<file path="config.mk">
export PLATFORM = sky130hd
export DESIGN_NAME = indexed_deque_engine
export DESIGN_NICKNAME = d
export VERILOG_FILES = /design/src/design/ide_pkg.sv /design/src/design/ide_ctrl.sv /design/src/design/ide_datapath.sv /design/src/design/indexed_deque_engine.sv
export SDC_FILE = /design/constraint.sdc
export NUM_CORES = 2
export LEC_CHECK = 0
export BUFFER_PORTS_ARGS = -buffer_cell sky130_fd_sc_hd__buf_4
export CAP_MARGIN = 20
export CORE_MARGIN = 10
export CORE_UTILIZATION = 45
export DETAILED_ROUTE_END_ITERATION = 12
export PLACE_DENSITY = 0.63
export SYNTH_ARGS = -nofsm -noshare
export SYNTH_HDL_FRONTEND = slang
export SYNTH_HIERARCHICAL = 1
export SYNTH_SLANG_ARGS = --single-unit
</file>
<file path="constraint.sdc">
create_clock -name clock -period 6.2 [get_ports clock]
set_input_delay 0.31 -clock clock [delete_from_list [all_inputs] [get_ports clock]]
set_output_delay 0.31 -clock clock [all_outputs]
set_load 0.01 [all_outputs]
</file>
<file path="src/design/ide_pkg.sv">
`timescale 1ns / 1ps

package ide_pkg;

   localparam int DEPTH  = 64;
   localparam int ADDR_W = $clog2(DEPTH);
   localparam int CNT_W  = $clog2(DEPTH + 1);
   localparam int POS_W  = 7;
   localparam int KIND_W = 4;
   localparam int VAL_W  = 32;
   localparam int STAT_W = 2;
   localparam int CMP_W  = (CNT_W > POS_W) ? CNT_W + 1 : POS_W + 1;

   localparam logic [STAT_W-1:0] ST_OK   = 2'd0;
   localparam logic [STAT_W-1:0] ST_BAD  = 2'd1;
   localparam logic [STAT_W-1:0] ST_FULL = 2'd2;

   typedef enum logic [KIND_W-1:0] {
      KIND_PUSH_BACK  = 4'd0,
      KIND_PUSH_FRONT = 4'd1,
      KIND_POP_BACK   = 4'd2,
      KIND_POP_FRONT  = 4'd3,
      KIND_READ_BACK  = 4'd4,
      KIND_READ_FRONT = 4'd5,
      KIND_READ_AT    = 4'd6,
      KIND_INSERT_AT  = 4'd7,
      KIND_REMOVE_AT  = 4'd8,
      KIND_CLEAR      = 4'd9
   } kind_type;

   typedef enum logic [3:0] {
      S_IDLE,
      S_DECIDE,
      S_FETCH,
      S_GRAB,
      S_UP_CHK,
      S_UP_RD,
      S_UP_WR,
      S_DN_CHK,
      S_DN_RD,
      S_DN_WR,
      S_PUT,
      S_FINISH
   } state_type;

   typedef struct packed {
      logic cap;
      logic init_up;
      logic init_dn;
      logic rd_up;
      logic wr_up;
      logic rd_dn;
      logic wr_dn;
      logic fetch;
      logic grab;
      logic put;
      logic load;
   } cmd_type;

   typedef struct packed {
      logic need_fetch;
      logic need_up;
      logic need_dn;
      logic need_put;
      logic up_done;
      logic dn_done;
   } stat_type;

endpackage

</file>
<file path="src/design/ide_ctrl.sv">
`timescale 1ns / 1ps

module ide_ctrl
   import ide_pkg::*;
(
   input  logic     clock,
   input  logic     reset,
   input  logic     req_tvalid,
   output logic     req_tready,
   output logic     rsp_tvalid,
   input  logic     rsp_tready,
   input  stat_type stat,
   output cmd_type  cmd
);

   state_type state_ff, state_in;
   logic      rsp_valid_ff, rsp_valid_in;
   logic      out_free;

   assign out_free = !rsp_valid_ff || rsp_tready;

   always_ff @(posedge clock) begin
      if (reset) begin
         state_ff     <= S_IDLE;
         rsp_valid_ff <= 1'b0;
      end else begin
         state_ff     <= state_in;
         rsp_valid_ff <= rsp_valid_in;
      end
   end

   always_comb begin
      state_in = state_ff;
      case (state_ff)
         S_IDLE: begin
            if (req_tvalid) state_in = S_DECIDE;
         end
         S_DECIDE: begin
            if (stat.need_fetch)    state_in = S_FETCH;
            else if (stat.need_up)  state_in = S_UP_CHK;
            else if (stat.need_put) state_in = S_PUT;
            else                    state_in = S_FINISH;
         end
         S_FETCH: state_in = S_GRAB;
         S_GRAB: begin
            state_in = stat.need_dn ? S_DN_CHK : S_FINISH;
         end
         S_UP_CHK: begin
            state_in = stat.up_done ? S_PUT : S_UP_RD;
         end
         S_UP_RD: state_in = S_UP_WR;
         S_UP_WR: state_in = S_UP_CHK;
         S_DN_CHK: begin
            state_in = stat.dn_done ? S_FINISH : S_DN_RD;
         end
         S_DN_RD: state_in = S_DN_WR;
         S_DN_WR: state_in = S_DN_CHK;
         S_PUT:   state_in = S_FINISH;
         S_FINISH: begin
            if (out_free) state_in = S_IDLE;
         end
         default: state_in = S_IDLE;
      endcase
   end

   always_comb begin
      cmd        = '0;
      req_tready = 1'b0;
      case (state_ff)
         S_IDLE: begin
            req_tready = 1'b1;
            cmd.cap    = req_tvalid;
         end
         S_DECIDE: cmd.init_up = stat.need_up && !stat.need_fetch;
         S_FETCH:  cmd.fetch   = 1'b1;
         S_GRAB: begin
            cmd.grab    = 1'b1;
            cmd.init_dn = stat.need_dn;
         end
         S_UP_RD:  cmd.rd_up = 1'b1;
         S_UP_WR:  cmd.wr_up = 1'b1;
         S_DN_RD:  cmd.rd_dn = 1'b1;
         S_DN_WR:  cmd.wr_dn = 1'b1;
         S_PUT:    cmd.put   = 1'b1;
         S_FINISH: cmd.load  = out_free;
         default: cmd = '0;
      endcase
   end

   always_comb begin
      if (cmd.load)        rsp_valid_in = 1'b1;
      else if (rsp_tready) rsp_valid_in = 1'b0;
      else                 rsp_valid_in = rsp_valid_ff;
   end

   assign rsp_tvalid = rsp_valid_ff;

endmodule

</file>
<file path="src/design/ide_datapath.sv">
`timescale 1ns / 1ps

module ide_datapath
   import ide_pkg::*;
(
   input  logic                     clock,
   input  logic                     reset,
   input  logic [KIND_W-1:0]        req_kind,
   input  logic [POS_W-1:0]         req_position,
   input  logic signed [VAL_W-1:0]  req_value,
   input  cmd_type                  cmd,
   output stat_type                 stat,
   output logic signed [VAL_W-1:0]  rsp_value,
   output logic [STAT_W-1:0]        rsp_status,
   output logic [CNT_W-1:0]         rsp_count
);

   // captured request
   kind_type                kind_ff, kind_in;
   logic [POS_W-1:0]        pos_ff, pos_in;
   logic signed [VAL_W-1:0] val_ff, val_in;

   logic [CNT_W-1:0]        count_ff, count_in;
   logic [CNT_W-1:0]        idx_ff, idx_in;
   logic signed [VAL_W-1:0] grab_ff, grab_in;
   logic signed [VAL_W-1:0] rd_ff;

   logic signed [VAL_W-1:0] rsp_value_ff, rsp_value_in;
   logic [STAT_W-1:0]       rsp_status_ff, rsp_status_in;
   logic [CNT_W-1:0]        rsp_count_ff;

   logic signed [VAL_W-1:0] slot_mem [DEPTH];

   // decoded plan for the captured request
   logic                    p_fetch, p_up, p_dn, p_put, p_inc, p_dec, p_clear;
   logic [STAT_W-1:0]       p_status;
   logic signed [VAL_W-1:0] p_value;
   logic [ADDR_W-1:0]       tgt;

   logic                    empty, full, pos_ge, pos_gt;
   logic [CMP_W-1:0]        pos_cmp, cnt_cmp;
   logic [ADDR_W-1:0]       back_addr, raddr, waddr;
   logic                    wen;
   logic signed [VAL_W-1:0] wdata;

   assign empty     = (count_ff == '0);
   assign full      = (count_ff == CNT_W'(DEPTH));
   assign pos_cmp   = CMP_W'(pos_ff);
   assign cnt_cmp   = CMP_W'(count_ff);
   assign pos_ge    = (pos_cmp >= cnt_cmp);
   assign pos_gt    = (pos_cmp > cnt_cmp);
   assign back_addr = ADDR_W'(count_ff - CNT_W'(1));

   always_comb begin
      p_fetch  = 1'b0;
      p_up     = 1'b0;
      p_dn     = 1'b0;
      p_put    = 1'b0;
      p_inc    = 1'b0;
      p_dec    = 1'b0;
      p_clear  = 1'b0;
      p_status = ST_OK;
      p_value  = '0;
      tgt      = '0;
      case (kind_ff)
         KIND_PUSH_BACK: begin
            if (full) begin
               p_status = ST_FULL;
            end else begin
               p_put = 1'b1;
               p_inc = 1'b1;
               tgt   = ADDR_W'(count_ff);
            end
         end
         KIND_PUSH_FRONT: begin
            if (full) begin
               p_status = ST_FULL;
            end else begin
               p_up  = 1'b1;
               p_put = 1'b1;
               p_inc = 1'b1;
            end
         end
         KIND_POP_BACK, KIND_READ_BACK: begin
            if (empty) begin
               p_status = ST_BAD;
               p_value  = -1;
            end else begin
               p_fetch = 1'b1;
               p_dec   = (kind_ff == KIND_POP_BACK);
               tgt     = back_addr;
            end
         end
         KIND_POP_FRONT, KIND_READ_FRONT: begin
            if (empty) begin
               p_status = ST_BAD;
               p_value  = -1;
            end else begin
               p_fetch = 1'b1;
               p_dn    = (kind_ff == KIND_POP_FRONT);
               p_dec   = (kind_ff == KIND_POP_FRONT);
            end
         end
         KIND_READ_AT, KIND_REMOVE_AT: begin
            if (pos_ge) begin
               p_status = ST_BAD;
               p_value  = -1;
            end else begin
               p_fetch = 1'b1;
               p_dn    = (kind_ff == KIND_REMOVE_AT);
               p_dec   = (kind_ff == KIND_REMOVE_AT);
               tgt     = ADDR_W'(pos_ff);
            end
         end
         KIND_INSERT_AT: begin
            // range check takes priority over the full check
            if (pos_gt) begin
               p_status = ST_BAD;
            end else if (full) begin
               p_status = ST_FULL;
            end else begin
               p_up  = 1'b1;
               p_put = 1'b1;
               p_inc = 1'b1;
               tgt   = ADDR_W'(pos_ff);
            end
         end
         KIND_CLEAR: p_clear = 1'b1;
         default: p_status = ST_OK;
      endcase
   end

   assign stat.need_fetch = p_fetch;
   assign stat.need_up    = p_up;
   assign stat.need_dn    = p_dn;
   assign stat.need_put   = p_put;
   assign stat.up_done    = (idx_ff == CNT_W'(tgt));
   assign stat.dn_done    = ((idx_ff + CNT_W'(1)) >= count_ff);

   always_comb begin
      kind_in = kind_ff;
      pos_in  = pos_ff;
      val_in  = val_ff;
      if (cmd.cap) begin
         kind_in = kind_type'(req_kind);
         pos_in  = req_position;
         val_in  = req_value;
      end
   end

   always_comb begin
      idx_in = idx_ff;
      if (cmd.init_up)     idx_in = count_ff;
      else if (cmd.init_dn) idx_in = CNT_W'(tgt);
      else if (cmd.wr_up)  idx_in = idx_ff - CNT_W'(1);
      else if (cmd.wr_dn)  idx_in = idx_ff + CNT_W'(1);
   end

   assign grab_in = cmd.grab ? rd_ff : grab_ff;

   // one read and one write address per cycle
   always_comb begin
      raddr = '0;
      if (cmd.fetch)      raddr = tgt;
      else if (cmd.rd_up) raddr = ADDR_W'(idx_ff - CNT_W'(1));
      else if (cmd.rd_dn) raddr = ADDR_W'(idx_ff + CNT_W'(1));
   end

   assign wen   = cmd.wr_up || cmd.wr_dn || cmd.put;
   assign waddr = cmd.put ? tgt : ADDR_W'(idx_ff);
   assign wdata = cmd.put ? val_ff : rd_ff;

   always_ff @(posedge clock) begin
      if (wen) slot_mem[waddr] <= wdata;
      rd_ff <= slot_mem[raddr];
   end

   always_comb begin
      count_in = count_ff;
      if (cmd.load) begin
         if (p_clear)    count_in = '0;
         else if (p_inc) count_in = count_ff + CNT_W'(1);
         else if (p_dec) count_in = count_ff - CNT_W'(1);
      end
   end

   assign rsp_value_in  = p_fetch ? grab_ff : p_value;
   assign rsp_status_in = p_status;

   always_ff @(posedge clock) begin
      if (reset) begin
         count_ff <= '0;
      end else begin
         count_ff <= count_in;
      end
   end

   always_ff @(posedge clock) begin
      kind_ff <= kind_in;
      pos_ff  <= pos_in;
      val_ff  <= val_in;
      idx_ff  <= idx_in;
      grab_ff <= grab_in;
      if (cmd.load) begin
         rsp_value_ff  <= rsp_value_in;
         rsp_status_ff <= rsp_status_in;
         rsp_count_ff  <= count_in;
      end
   end

   assign rsp_value  = rsp_value_ff;
   assign rsp_status = rsp_status_ff;
   assign rsp_count  = rsp_count_ff;

endmodule

</file>
<file path="src/design/indexed_deque_engine.sv">
// steps: decode, shift entries up for a front push or insert, write or fetch the slot,
//   shift entries down for a front pop or remove, then load the output register
// throughput: one transaction at a time; the next is accepted the cycle after the
//   result is loaded into the output register
// reset: synchronous, active high; clears the entry count and handshake state,
//   slot contents are left as they are
`timescale 1ns / 1ps

module indexed_deque_engine
   import ide_pkg::*;
(
   input  logic        clock,
   input  logic        reset,
   input  logic        req_tvalid,
   output logic        req_tready,
   input  logic [39:0] req_tdata,   // position[6:0], value_in[38:7], zero[39]
   input  logic [3:0]  req_tuser,   // kind[3:0]
   output logic        rsp_tvalid,
   input  logic        rsp_tready,
   output logic [39:0] rsp_tdata,   // value_out[31:0], count[38:32], zero[39]
   output logic [1:0]  rsp_tuser    // status[1:0]
);

   cmd_type                 cmd;
   stat_type                stat;
   logic signed [VAL_W-1:0] rsp_value;
   logic [STAT_W-1:0]       rsp_status;
   logic [CNT_W-1:0]        rsp_count;

   ide_ctrl u_ctrl (
      .clock      (clock),
      .reset      (reset),
      .req_tvalid (req_tvalid),
      .req_tready (req_tready),
      .rsp_tvalid (rsp_tvalid),
      .rsp_tready (rsp_tready),
      .stat       (stat),
      .cmd        (cmd)
   );

   ide_datapath u_datapath (
      .clock        (clock),
      .reset        (reset),
      .req_kind     (req_tuser),
      .req_position (req_tdata[6:0]),
      .req_value    (req_tdata[38:7]),
      .cmd          (cmd),
      .stat         (stat),
      .rsp_value    (rsp_value),
      .rsp_status   (rsp_status),
      .rsp_count    (rsp_count)
   );

   assign rsp_tdata = {1'b0, rsp_count, rsp_value};
   assign rsp_tuser = rsp_status;

endmodule

</file>
==> impl_metrics.yaml <==
clock_tree:
  clock_path_buffers: 3
  path_clk_slew_ns: 0.06
  cts_tree: "yes"
  clock-root-buffer: "clkbuf_16"
  cts_buffers: 218
  cts_resized: 0
  clock_sinks: 2215
  clock_latency_ns: 0.87
  cts_htree_levels: 4
timing:
  fin_skew_ns: 0.05267
  finalCritPeriodShare: 0.8652
  fin_ws_ns: 0.8361
  report.final.slew_viol_count: 0
  final_hold_viol_count: 0
  max_freq_mhz: 186.4
  grt_setup_unrepaired: "no"
  fin_crit_ns: 5.364
  tightest_slew_ns: 1.138
  slew_headroom: 0.2414
  setup_tns_ns: 0
  setup_viol: 0
synthesis:
  synth.largest_area_cell: "edfxtp_1"
  synth_cells: 6478
  synth_edf_count: 2171
  avgSynthCellArea_sq_um: 13.59
  ys_dominant_reg_cell: "edfxtp_1"
  synth_area_leaders: "edfxtp_1 74%, nand2_1 7.4%, nand3_1 2.1%, a31oi_1 2.1%, clkbuf_1 1.6%"
  synthArstFlopShare: 0
  synth_nets: 6544
  synth.most_common_cell: "edfxtp_1"
  synth_common_cells: "2,171 x edfxtp_1, 1,735 x nand2_1, 377 x clkbuf_1, 373 x nand3_1, 298 x a31oi_1"
  ys_types: 71
  yosysTopAreaCellShare: 0.7404
  yosys_warnings: 6
  netlist_area_sq_um: 88050
  ys_seq_area_frac: 0.7504
  ys_ff_latch: 2215
worst_setup_path:
  crit_type: "flop to flop"
  path_cells: "nand2b_1 -> nor2_1 -> nor2_1 -> nor3_1 -> a2111o_2 -> and2_4 -> buf_12 -> buf_4 -> buf_4 -> nand2_1 -> nand3_1 -> a32oi_1 -> a21oi_1 -> or4_1"
  critPathArrivalTime_ns: 6.15
  start_kind: "flop"
  critPathMaxFanout: 33
  crit_slowest_cell: "and2_4"
  critPathRequiredTime_ns: 6.99
  crit_path_end_kind: "flop"
  cp_slowest_stage_delay_ns: 0.70
grt:
  grt_usage: 0.2385
  antenna_found_initial: 10
  grt_pass1_wl_um: 383300
  grt_pass1_vias: 54777
  grt_overflow_total: 0
  grt_max_degree: 104
placed_design:
  portBuffers: 89
  gp_congestion: 0.8692
  place_ws_ns: 0.9083
  dp_hpwl_um: 144500
  dp_cells: 8977
min_path:
  worstHoldPathType: "input pin to flop"
layout:
  syn2layout_area_growth_pct: 14.86
  multiInputGateArea_sq_um: 20570
  final_nets: 6693
  final_cells: 9450
  nFillCells: 15913
  drive_above_1_share: 0.1189
  seqCellArea_sq_um: 66070
route:
  dr.pass1.iters: 7
  drt_iter0_drc: 8959
  drc_errors: 0
  drt_wl_total_um: 265700
  num_vias: 58051
  ant_nets: 0
  viasPerCell: 6.143
  wire_per_inst_um: 28.12
floorplanning:
  initial_core_util: 0.4520
  chipHeight_um: 462.3
  fp.dieArea_sq_um: 213800
  num_io_pins: 92
  core_area_sq_um: 194800
  dieWidth_um: 462.3
  rows: 162
run:
  drv_cap: 0
status:
  outcome: "finished clean"
power_and_ir_drop:
  ir_worst_vdd_uv: 391.4
  finalPower_w: 0.04765
  leakagePower_nw: 34.20
  power_density_nw_per_um2: 471.1
==> final cells by class <==
type | count | area share
timing repair buffer | 426 | 0.04172
inverter | 18 | 0.0006681
multi-input combinational | 3748 | 0.2034
tap | 2624 | 0.03246
sequential | 2215 | 0.6533
clock inverter | 103 | 0.009044
clock buffer | 309 | 0.05924
antenna | 7 | 0.0001732
==> cell families (layout without fill, tap and decap cells) <==
logic type,Yosys count,in the layout,synth area share
other cells,1,8,0.00004259
simple gates,2581,2581,0.1260
fa+ha+maj,18,18,0.002558
xor+xnor,21,21,0.002089
mux,39,39,0.004903
buf+inv,515,856,0.02321
flops,2215,2215,0.7504
compound gates,1088,1088,0.09075
==> what timing repair did <==
| action | 4_1_cts | 5_1_grt |
|---|---|---|
| hold endpoints to repair | 55 | 0 |
| setup buffers | 0 | 0 |
| hold buffers | 47 | 0 |
==> state kept, by name (all words and copies together), names as in the netlist <==
name and flops:
u_datapath/rsp_value 32, u_datapath/idx_ff 7, u_ctrl/rsp_tvalid 1, u_datapath/rsp_count 7, u_ctrl/state_ff 4, u_datapath/pos_ff 7, u_datapath/grab_ff 32, u_datapath/slot_mem 2048
u_datapath/kind_ff 4, u_datapath/val_ff 32, u_datapath/rsp_status 2, u_datapath/rd_ff 32, u_datapath/count_ff 7
==> cell usage in the layout, fill, tap and decap left out, types with 22 or more instances in the layout <==
master / n
edfxtp_1: 2171
mux2_2: 33
clkinv_1: 39
buf_4: 308
a221oi_1: 150
and3_1: 207
a31oi_1: 297
a21oi_1: 127
clkbuf_1: 75
buf_12: 69
a32oi_1: 86
dfxtp_1: 44
nand2_1: 1728
nand3_1: 373
o21ai_0: 22
nor2_4: 69
clkbuf_16: 221
nor4_1: 39
a311oi_1: 136
a22oi_1: 148
or3_1: 26
a2111oi_0: 55
dlygate4sd3_1: 47
nor2_1: 45
clkinv_2: 36
==> final timing paths <==
kind	cells after the start	slack, ns	endpoint	start
min reg2reg	0	0.42	u_datapath/grab_ff[26]$_DFFE_PP_	u_datapath/rd_ff[26]$_DFF_P_
max	14	0.84	u_datapath/rd_ff[17]$_DFF_P_	u_ctrl/state_ff[0]$_SDFFE_PP0P_
max reg2reg	14	0.84	u_datapath/rd_ff[17]$_DFF_P_	u_ctrl/state_ff[0]$_SDFFE_PP0P_
min	2	0.19	u_datapath/val_ff[14]$_DFFE_PP_	req_tdata[21]
==> report_power, final <==
group / leakage, nW / internal, W / switching [W]
combinational: 10.9 / 0.00401 / 0.0112
clock: 3.37 / 0.00722 / 0.00558
sequential: 20.0 / 0.0192 / 0.000397
total: 34.2 / 0.0305 / 0.0172
==> stage by stage <==
| stage | hold WS (ns) | instance area [sq um] | utilization |
|---|---|---|---|
| 6_report | 0.1860 | 101100 | 0.5192 |
| 5_1_grt | 0.1559 | 101100 | 0.5191 |
| 4_1_cts | 0.1306 | 101000 | 0.5183 |
| 3_5_place_dp | 0.4141 | 93590 | 0.4804 |
| 3_3_place_gp | 0.4144 | 93580 | 0.4804 |
| 2_1_floorplan | 0.3724 | 88050 | - |
==> metal layers <==
metal  vias to the layer above  GRT usage  routed length, um
met5                         -          0                 33
met4                         4    0.09724              11420
met3                       519    0.04531              26680
met2                      3365     0.3715             122300
met1                     29164     0.3300             105300
li1                      24999          -                  -
==> worst max-delay path, delay by kind of cell (launching register included) <==
family	cells	cell delay (ns)
simple gates	8	2.26
compound gates	3	1.46
flops	1	0.64
buf+inv	3	0.87
Power figures use the tool's default switching activity.
